## config.mk

```make
export PLATFORM = sky130hd
export DESIGN_NAME = fall_impact_detector_core
export DESIGN_NICKNAME = d
export VERILOG_FILES = /design/src/hdl/fid_pkg.sv /design/src/hdl/fid_front.sv /design/src/hdl/fid_queue.sv /design/src/hdl/fid_back.sv /design/src/hdl/fall_impact_detector_core.sv
export VERILOG_INCLUDE_DIRS = /design/src /design/src/hdl
export SDC_FILE = /design/constraint.sdc
export NUM_CORES = 2
export LEC_CHECK = 0
export BUFFER_PORTS_ARGS = -buffer_cell sky130_fd_sc_hd__clkbuf_2
export CORE_MARGIN = 4
export CORE_UTILIZATION = 35
export CTS_CLUSTER_SIZE = 25
export DETAILED_ROUTE_END_ITERATION = 8
export GPL_ROUTABILITY_DRIVEN = 0
export PLACE_DENSITY_LB_ADDON = 0.05
export REMOVE_ABC_BUFFERS = 1
export SYNTH_ARGS = -nofsm -noshare
export SYNTH_HDL_FRONTEND = slang
export SYNTH_SLANG_ARGS = --single-unit
```

## constraint.sdc

```tcl
create_clock -name clk -period 11.6 [get_ports clk]
set_input_delay 1.16 -clock clk [delete_from_list [all_inputs] [get_ports clk]]
set_output_delay 1.16 -clock clk [all_outputs]
set_load 0.02 [all_outputs]
```

## src/hdl/fall_impact_detector_core_assert.svh

```systemverilog
// Assertion macros shared by the fall and impact detector RTL.
// Depends on nothing; included by the modules that carry checks.
`ifndef FALL_IMPACT_DETECTOR_CORE_ASSERT_SVH
`define FALL_IMPACT_DETECTOR_CORE_ASSERT_SVH

// Same-cycle implication, disabled while reset is high.
`define FID_ASSERT_IMP(name, clk, rst, ante, cons) \
  name: assert property (@(posedge clk) disable iff (rst) (ante) |-> (cons)) \
    else $error("fall_impact_detector_core: same-cycle check failed");

// Next-cycle implication, disabled while reset is high.
`define FID_ASSERT_NXT(name, clk, rst, ante, cons) \
  name: assert property (@(posedge clk) disable iff (rst) (ante) |=> (cons)) \
    else $error("fall_impact_detector_core: next-cycle check failed");

`endif

```

## src/hdl/fid_pkg.sv

```systemverilog
// Package for the fall and impact detector: payload types, front FSM states,
// register indexes, reset values and fixed constants. Depends on nothing.
`default_nettype none

package fid_pkg;

  // One accelerometer sample
  typedef struct packed {
    logic signed [15:0] accel_x;
    logic signed [15:0] accel_y;
    logic signed [15:0] accel_z;
    logic [31:0]        now_ms;
  } sample_t;

  // One result
  typedef struct packed {
    logic [15:0] magnitude;
    logic        freefall_event;
    logic [15:0] freefall_peak;
    logic        impact_event;
  } result_t;

  // Item passed from the magnitude front end to the event back end
  typedef struct packed {
    logic [15:0] magnitude;
    logic [31:0] now_ms;
  } mid_item_t;

  // Magnitude front end states
  typedef enum logic [1:0] {
    FR_IDLE,
    FR_SQUARE,
    FR_ROOT,
    FR_DONE
  } front_state_t;

  // Register indexes
  localparam logic [2:0] CFG_FREEFALL_THRESHOLD = 3'd0;
  localparam logic [2:0] CFG_FREEFALL_MIN       = 3'd1;
  localparam logic [2:0] CFG_IMPACT_THRESHOLD   = 3'd2;
  localparam logic [2:0] CFG_COOLDOWN_SECONDS   = 3'd3;
  localparam logic [2:0] CFG_SAMPLE_PERIOD      = 3'd4;

  // Register reset values
  localparam logic [15:0] RST_FREEFALL_THRESHOLD = 16'd400;
  localparam logic [15:0] RST_FREEFALL_MIN       = 16'd100;
  localparam logic [15:0] RST_IMPACT_THRESHOLD   = 16'd3000;
  localparam logic [11:0] RST_COOLDOWN_SECONDS   = 12'd5;
  localparam logic [7:0]  RST_SAMPLE_PERIOD      = 8'd16;
  localparam logic [21:0] RST_COOLDOWN_MS        = 22'd5000;

  // Fixed levels
  localparam logic [15:0] REARM_LEVEL_MG = 16'd800;
  localparam logic [15:0] PEAK_FLOOR_MG  = 16'd1000;
  localparam logic [9:0]  MS_PER_SECOND  = 10'd1000;
  localparam logic [15:0] LOW_TIME_MAX   = 16'hFFFF;

  // Square root iterations and starting bit for a 32-bit radicand
  localparam logic [3:0]  ROOT_LAST_ITER = 4'd15;
  localparam logic [31:0] ROOT_TOP_BIT   = 32'h4000_0000;

endpackage

`default_nettype wire

```

## src/hdl/fid_front.sv

```systemverilog
// Magnitude front end: squares the three axes on one shared multiplier and
// takes the integer square root one result bit per cycle. Uses fid_pkg.
`default_nettype none

module fid_front import fid_pkg::*; (
  input  wire logic      clk,
  input  wire logic      rst,
  input  wire logic      push,
  input  wire sample_t   sample,
  output logic           full,
  input  wire logic      mid_full,
  output logic           mid_push,
  output mid_item_t      mid_item
);

  front_state_t state, state_next;

  logic signed [15:0] ax, ay, az;
  logic [31:0] now_q;
  logic [1:0]  step;
  logic [31:0] prod;
  logic [31:0] acc;
  logic [31:0] rem;
  logic [31:0] root;
  logic [31:0] sq_bit;
  logic [3:0]  iter;

  logic signed [15:0] axis;
  logic signed [31:0] sq;
  logic [31:0]        trial;

  // Hold the state
  always_ff @(posedge clk) begin
    if (rst) begin
      state <= FR_IDLE;
    end else begin
      state <= state_next;
    end
  end

  // Sequence capture, squaring, root and hand-off
  always_comb begin
    state_next = state;
    full       = 1'b1;
    mid_push   = 1'b0;
    case (state)
      FR_IDLE: begin
        full = 1'b0;
        if (push) begin
          state_next = FR_SQUARE;
        end
      end
      FR_SQUARE: begin
        if (step == 2'd3) begin
          state_next = FR_ROOT;
        end
      end
      FR_ROOT: begin
        if (iter == 4'd0) begin
          state_next = FR_DONE;
        end
      end
      FR_DONE: begin
        if (!mid_full) begin
          mid_push   = 1'b1;
          state_next = FR_IDLE;
        end
      end
      default: begin
        state_next = FR_IDLE;
      end
    endcase
  end

  // Select the axis for the shared multiplier
  always_comb begin
    case (step)
      2'd0:    axis = ax;
      2'd1:    axis = ay;
      default: axis = az;
    endcase
  end

  assign sq    = axis * axis;
  assign trial = root + sq_bit;

  // Advance the datapath
  always_ff @(posedge clk) begin
    case (state)
      FR_IDLE: begin
        if (push) begin
          ax    <= sample.accel_x;
          ay    <= sample.accel_y;
          az    <= sample.accel_z;
          now_q <= sample.now_ms;
          step  <= 2'd0;
          acc   <= 32'd0;
        end
      end
      FR_SQUARE: begin
        if (step != 2'd3) begin
          prod <= 32'(sq);
        end
        if (step != 2'd0) begin
          acc <= acc + prod;
        end
        if (step == 2'd3) begin
          rem    <= acc + prod;
          root   <= 32'd0;
          sq_bit <= ROOT_TOP_BIT;
          iter   <= ROOT_LAST_ITER;
        end
        step <= step + 2'd1;
      end
      FR_ROOT: begin
        if (rem >= trial) begin
          rem  <= rem - trial;
          root <= (root >> 1) + sq_bit;
        end else begin
          root <= root >> 1;
        end
        sq_bit <= sq_bit >> 2;
        iter   <= iter - 4'd1;
      end
      default: begin
      end
    endcase
  end

  assign mid_item.magnitude = root[15:0];
  assign mid_item.now_ms    = now_q;

endmodule

`default_nettype wire

```

## src/hdl/fid_queue.sv

```systemverilog
// Two-entry register queue between the magnitude front end and the event
// back end. Uses fid_pkg for the item type.
`default_nettype none

module fid_queue import fid_pkg::*; (
  input  wire logic      clk,
  input  wire logic      rst,
  input  wire logic      push,
  input  wire mid_item_t din,
  output logic           full,
  input  wire logic      pop,
  output mid_item_t      dout,
  output logic           empty
);

  mid_item_t   entries [2];
  logic        wr_ptr;
  logic        rd_ptr;
  logic [1:0]  count;
  logic        do_push;
  logic        do_pop;

  assign full    = (count == 2'd2);
  assign empty   = (count == 2'd0);
  assign do_push = push && !full;
  assign do_pop  = pop && !empty;
  assign dout    = entries[rd_ptr];

  // Store on push
  always_ff @(posedge clk) begin
    if (do_push) begin
      entries[wr_ptr] <= din;
    end
  end

  // Advance pointers and count
  always_ff @(posedge clk) begin
    if (rst) begin
      wr_ptr <= 1'b0;
      rd_ptr <= 1'b0;
      count  <= 2'd0;
    end else begin
      if (do_push) begin
        wr_ptr <= !wr_ptr;
      end
      if (do_pop) begin
        rd_ptr <= !rd_ptr;
      end
      case ({do_push, do_pop})
        2'b10:   count <= count + 2'd1;
        2'b01:   count <= count - 2'd1;
        default: count <= count;
      endcase
    end
  end

endmodule

`default_nettype wire

```

## src/hdl/fid_back.sv

```systemverilog
// Event back end: configuration registers, free-fall and impact decisions,
// cooldown and the result register. Uses fid_pkg and the assertion macros.
`default_nettype none
`include "fall_impact_detector_core_assert.svh"

module fid_back import fid_pkg::*; (
  input  wire logic        clk,
  input  wire logic        rst,
  input  wire logic        cfg_wen,
  input  wire logic [2:0]  cfg_index,
  input  wire logic [15:0] cfg_wdata,
  input  wire mid_item_t   item,
  input  wire logic        item_valid,
  output logic             item_take,
  output result_t          result,
  output logic             empty,
  input  wire logic        pop
);

  logic [15:0] freefall_threshold_mg;
  logic [15:0] freefall_min_ms;
  logic [15:0] impact_threshold_mg;
  logic [11:0] cooldown_seconds;
  logic [7:0]  sample_step_ms;
  logic [21:0] cooldown_ms;

  logic [15:0] low_time_ms, low_time_ms_next;
  logic        reported, reported_next;
  logic [15:0] peak_magnitude, peak_magnitude_next;
  logic [31:0] last_event_time, last_event_time_next;
  logic        event_seen, event_seen_next;
  logic        out_valid;

  logic        fire;
  logic [31:0] since;
  logic        cooldown;
  logic [15:0] peak_max;
  logic [16:0] lt_sum;
  logic [15:0] lt_sat;
  logic        is_low;
  logic        ff_hit;
  logic        imp_hit;
  logic [15:0] ff_peak;
  logic        take_event;

  // Write configuration registers; unknown indexes drop the write
  always_ff @(posedge clk) begin
    if (rst) begin
      freefall_threshold_mg <= RST_FREEFALL_THRESHOLD;
      freefall_min_ms       <= RST_FREEFALL_MIN;
      impact_threshold_mg   <= RST_IMPACT_THRESHOLD;
      cooldown_seconds      <= RST_COOLDOWN_SECONDS;
      sample_step_ms        <= RST_SAMPLE_PERIOD;
      cooldown_ms           <= RST_COOLDOWN_MS;
    end else begin
      cooldown_ms <= 22'(cooldown_seconds) * 22'(MS_PER_SECOND);
      if (cfg_wen) begin
        case (cfg_index)
          CFG_FREEFALL_THRESHOLD: freefall_threshold_mg <= cfg_wdata;
          CFG_FREEFALL_MIN:       freefall_min_ms       <= cfg_wdata;
          CFG_IMPACT_THRESHOLD:   impact_threshold_mg   <= cfg_wdata;
          CFG_COOLDOWN_SECONDS:   cooldown_seconds      <= cfg_wdata[11:0];
          CFG_SAMPLE_PERIOD:      sample_step_ms        <= cfg_wdata[7:0];
          default: begin
          end
        endcase
      end
    end
  end

  // Take an item when the result register is free or being drained
  assign fire      = item_valid && (!out_valid || pop);
  assign item_take = fire;
  assign empty     = !out_valid;

  // Decide cooldown, free fall and impact for the item at the queue head
  always_comb begin
    since    = item.now_ms - last_event_time;
    cooldown = event_seen && (since < {10'd0, cooldown_ms});
    peak_max = (item.magnitude > peak_magnitude) ? item.magnitude : peak_magnitude;
    lt_sum   = {1'b0, low_time_ms} + {9'd0, sample_step_ms};
    lt_sat   = lt_sum[16] ? LOW_TIME_MAX : lt_sum[15:0];
    is_low   = item.magnitude < freefall_threshold_mg;
    ff_hit   = is_low && (lt_sat >= freefall_min_ms) && !reported && !cooldown;
    imp_hit  = (item.magnitude > impact_threshold_mg) && !cooldown;
    ff_peak  = 16'd0;
    if (ff_hit) begin
      ff_peak = (peak_max > PEAK_FLOOR_MG) ? peak_max : PEAK_FLOOR_MG;
    end

    low_time_ms_next     = low_time_ms;
    reported_next        = reported;
    peak_magnitude_next  = peak_max;
    last_event_time_next = last_event_time;
    event_seen_next      = event_seen;
    if (is_low) begin
      low_time_ms_next = lt_sat;
    end else if (item.magnitude > REARM_LEVEL_MG) begin
      low_time_ms_next = 16'd0;
      reported_next    = 1'b0;
    end
    if (ff_hit) begin
      reported_next = 1'b1;
    end
    if (ff_hit || imp_hit) begin
      peak_magnitude_next  = 16'd0;
      last_event_time_next = item.now_ms;
      event_seen_next      = 1'b1;
    end
  end

  // Update detector state
  always_ff @(posedge clk) begin
    if (rst) begin
      low_time_ms     <= 16'd0;
      reported        <= 1'b0;
      peak_magnitude  <= 16'd0;
      last_event_time <= 32'd0;
      event_seen      <= 1'b0;
    end else if (fire) begin
      low_time_ms     <= low_time_ms_next;
      reported        <= reported_next;
      peak_magnitude  <= peak_magnitude_next;
      last_event_time <= last_event_time_next;
      event_seen      <= event_seen_next;
    end
  end

  // Hold the result until popped
  always_ff @(posedge clk) begin
    if (rst) begin
      out_valid <= 1'b0;
    end else if (fire) begin
      out_valid <= 1'b1;
    end else if (pop) begin
      out_valid <= 1'b0;
    end
  end

  always_ff @(posedge clk) begin
    if (fire) begin
      result.magnitude      <= item.magnitude;
      result.freefall_event <= ff_hit;
      result.freefall_peak  <= ff_peak;
      result.impact_event   <= imp_hit;
    end
  end

  // Flag a taken item that reports any event
  assign take_event = fire && (ff_hit || imp_hit);

  `FID_ASSERT_NXT(a_ff_sets_reported, clk, rst, fire && ff_hit, reported)
  `FID_ASSERT_NXT(a_event_marks_seen, clk, rst, take_event, event_seen)
  `FID_ASSERT_NXT(a_event_stamps_time, clk, rst, take_event, last_event_time == $past(item.now_ms))
  `FID_ASSERT_NXT(a_event_clears_peak, clk, rst, take_event, peak_magnitude == 16'd0)

endmodule

`default_nettype wire

```

## src/hdl/fall_impact_detector_core.sv

```systemverilog
// Fall and impact detector, top level: magnitude front end, two-entry queue
// and event back end. Uses fid_pkg, fid_front, fid_queue and fid_back.
//
// Usage:
//   Input side is a queue: drive sample and push; the sample is taken at a
//   clock edge with push high and full low. Result side is a queue: while
//   empty is low, result holds the oldest result; pop at an edge with empty
//   low takes it. Every sample gives exactly one result, in order.
//   Configuration: cfg_wen, cfg_index, cfg_wdata write one register per
//   edge; only while no sample is in flight. Unknown indexes are ignored.
//   Path from accept to result: the three squares on one shared 16x16
//   multiplier, sixteen square root iterations at one result bit per
//   cycle, a hand-off into the queue and an event decision into the result
//   register. The front end works on one sample at a time: full stays high
//   from accept until its magnitude is handed to the queue.
//   Stall: a held result does not stop the front end; up to two magnitudes
//   wait in the queue, after which full stays high until pop.
//   Reset (rst, synchronous): registers return to their defaults, detector
//   state clears, the queue and result register empty.
`default_nettype none

module fall_impact_detector_core import fid_pkg::*; (
  input  wire logic        clk,
  input  wire logic        rst,
  input  wire logic        push,
  input  wire sample_t     sample,
  output logic             full,
  output logic             empty,
  input  wire logic        pop,
  output result_t          result,
  input  wire logic        cfg_wen,
  input  wire logic [2:0]  cfg_index,
  input  wire logic [15:0] cfg_wdata
);

  logic      mid_push;
  logic      mid_full;
  logic      mid_empty;
  logic      mid_take;
  mid_item_t mid_in;
  mid_item_t mid_out;

  // Compute magnitudes
  fid_front u_front (
    .clk      (clk),
    .rst      (rst),
    .push     (push),
    .sample   (sample),
    .full     (full),
    .mid_full (mid_full),
    .mid_push (mid_push),
    .mid_item (mid_in)
  );

  // Buffer magnitudes between the two halves
  fid_queue u_queue (
    .clk   (clk),
    .rst   (rst),
    .push  (mid_push),
    .din   (mid_in),
    .full  (mid_full),
    .pop   (mid_take),
    .dout  (mid_out),
    .empty (mid_empty)
  );

  // Decide events and hold results
  fid_back u_back (
    .clk        (clk),
    .rst        (rst),
    .cfg_wen    (cfg_wen),
    .cfg_index  (cfg_index),
    .cfg_wdata  (cfg_wdata),
    .item       (mid_out),
    .item_valid (!mid_empty),
    .item_take  (mid_take),
    .result     (result),
    .empty      (empty),
    .pop        (pop)
  );

endmodule

`default_nettype wire
```

==> flow_metrics.tcl <==
set metrics [dict create \
    htreeDepth 3 \
    grt_pass1_vias 27900 \
    drv_cap 0 \
    die_area_sq_mm 0.115 \
    yosys_warnings 0 \
    die_w_microns 339 \
    crit_family "adder cells" \
    grt-ovfl-total 0 \
    diodes 0 \
    syn_area_per_cell_sq_um 10.1 \
    die-height_microns 339 \
    grt_antenna_before_repair 0 \
    cts_buffer_depth 3 \
    fin_crit_sh 0.810 \
    relSlewSlack 0.185 \
    synth-edff-count 359 \
    post_cts_resized 0 \
    rows 121 \
    clk_latency_ns 0.64 \
    grt_first_pass_wirelength_mm 159 \
    syn2layout_area_growth_pct 11.8 \
    drive_gt1_frac 0.106 \
    synthTopCellsByCount "inv_1 (492), ha_1 (361), edfxtp_1 (359)" \
    hpwl_mm 76.4 \
    cts_tree "done" \
    post_cts_buffers 0 \
    layout.nets 4684 \
    portBuffers 139 \
    synth-seq-cells 520 \
    arrival_ns 9.76 \
    ant_nets 0 \
    yosysSeqAreaShare 0.364 \
    max_stage_delay_ns 0.74 \
    final-hold-violation-count 0 \
    critPathLaunch "u_front.step[0]$_SDFFCE_PN0P_" \
    async_reset_ff_frac 0 \
    outcome "finished clean" \
    grt_max_degree 77 \
    drt_iter0_markers 1455 \
    drc 0 \
    worstSetupPathDepth 26 \
    cpMostUsedCell "fa_1" \
    critPathBufInv 5 \
    fin_setup_tns_ns 0 \
    post_drt_wl_per_cell_microns 18.7 \
    yosys.area.top_type_share 0.281 \
    grt_util_all_layers 0.175 \
    r2r_slack_ns 2.20 \
    syn_area_sq_mm 0.0384 \
    cp_max_fo 18 \
    start_kind "flip-flop" \
    postCtsHoldBufs 0 \
    vias_per_cell 5.02 \
    worstSetupEndpoint "u_front.prod[31]$_DFFE_PP_" \
    drv_slew 0 \
    fin_crit_ns 9.40 \
    routed_wl_mm 101 \
    synthFlopType "edfxtp_1" \
    firstDrtPassIters 5 \
    synth_top_cell_by_area "edfxtp_1" \
    synthCells 3817 \
    cp.required_ns 11.96 \
    crit_type "flip-flop to flip-flop" \
    ys_types 82 \
    endpoint_kind "flip-flop" \
    post-synth-top-count-cell "inv_1" \
    synth.area.top_cells "edfxtp_1 (28%), fa_1 (14%), ha_1 (12%)" \
    r2r-start "u_front.step[0]$_SDFFCE_PN0P_" \
    setup_viol_count_final 0 \
    io_pins 140 \
    numCtsBuffers 67 \
    critPathSlowestCell "o41ai_1" \
    r2r_end "u_front.prod[31]$_DFFE_PP_" \
    rr_worst_depth 26 \
    tightest_slew_ns 1.22 \
    cts_sinks 520 \
    hold_path.class "flip-flop to flip-flop" \
    timing.fmax_ghz 0.106 \
    skew_ns 0.0301 \
    clk_pin_slew_worst_paths_ns 0.06 \
    rsz0062_at_grt "no" \
    start_util 0.353 \
    via_count 27200 \
    root_buffer "clkbuf_16" \
    whs_path_depth 0 \
    core_area_sq_mm 0.109 \
]
-- worst min-delay path by stage --
stage                                startpoint                                to
finish              u_front.now_q[23]$_DFFE_PP_  u_queue.entries[1][23]$_DFFE_PP_
global route        u_front.now_q[16]$_DFFE_PP_  u_queue.entries[1][16]$_DFFE_PP_
global placement    u_front.now_q[20]$_DFFE_PP_  u_queue.entries[0][20]$_DFFE_PP_
floorplan            u_front.now_q[0]$_DFFE_PP_   u_queue.entries[0][0]$_DFFE_PP_
detailed placement  u_front.now_q[23]$_DFFE_PP_  u_queue.entries[1][23]$_DFFE_PP_
CTS                 u_front.now_q[16]$_DFFE_PP_  u_queue.entries[1][16]$_DFFE_PP_
-- registers in the layout, summed over array words and instances (netlist names), 19 cells and up, named ones only --
| signal | cells |
|---|---|
| u_back.result | 34 |
| u_front.acc | 32 |
| u_front.rem | 32 |
| u_front.now_q | 32 |
| u_back.last_event_time | 32 |
| u_front.root | 32 |
| u_front.prod | 31 |
| u_back.cooldown_ms | 19 |
| u_queue.entries | 96 |
-- cell type report --
class / instances / area, sq um
Clock buffer: 89 / 1850
Clock inverter: 32 / 320
Fill cell: 11000 / 66000
Inverter: 502 / 1880
Multi-Input combinational cell: 2679 / 22200
Sequential cell: 520 / 14000
Tap cell: 1414 / 1770
Timing Repair Buffer: 176 / 976
-- per-layer routing --
metal | GRT usage | up-vias | part of all wire
li1 | - | 13400 | -
met1 | 0.231 | 13400 | 0.45
met2 | 0.304 | 329 | 0.50
met3 | 0.0231 | 101 | 0.028
met4 | 0.0416 | 0 | 0.021
met5 | 0 | - | 0
-- through the flow --
| stage | worst slack [ns] | util | cells | instance area, sq um | hold slack, ns |
|---|---|---|---|---|---|
| 3_3_place_gp | 2.38 | 0.374 | 5291 | 40800 | 0.430 |
| 3_5_place_dp | 2.17 | 0.374 | 5291 | 40800 | 0.432 |
| 5_1_grt | 1.33 | 0.394 | 5412 | 43000 | 0.442 |
| 4_1_cts | 2.13 | 0.394 | 5412 | 43000 | 0.442 |
| 2_1_floorplan | 2.61 | - | 3701 | 38000 | 0.421 |
| 6_report | 2.20 | 0.394 | 5412 | 43000 | 0.445 |
-- cells by family (layout without fill, tap and decap cells) --
| kind of cell | Yosys count | after routing | share of synthesized area |
|---|---|---|---|
| simple gates | 1028 | 1028 | 0.123 |
| compound gates | 744 | 744 | 0.125 |
| fa+ha+maj | 634 | 634 | 0.260 |
| buf+inv | 618 | 799 | 0.0614 |
| flops | 520 | 520 | 0.364 |
| xor+xnor | 200 | 200 | 0.0456 |
| mux | 73 | 73 | 0.0209 |
-- placed cells by master, fill, tap and decap left out, drive strengths merged, types with 24 or more instances in the layout --
| cell type | instances |
|---|---|
| xnor2 | 106 |
| clkbuf | 227 |
| and2 | 40 |
| nand3 | 51 |
| edfxtp | 359 |
| clkinv | 24 |
| nor2b | 39 |
| fa | 273 |
| o21ai | 114 |
| xor2 | 94 |
| mux2 | 59 |
| ha | 361 |
| a31oi | 35 |
| a21oi | 290 |
| a21o | 82 |
| nand4 | 32 |
| nand2 | 341 |
| nor3 | 124 |
| dfxtp | 161 |
| nor2 | 293 |
| o21a | 26 |
| a211oi | 30 |
| inv | 501 |
| o21bai | 30 |
| buf | 38 |
Power is left out: the tool's default activity adds up to more than one toggle a clock period on the data nets, which glitch-free logic cannot reach.
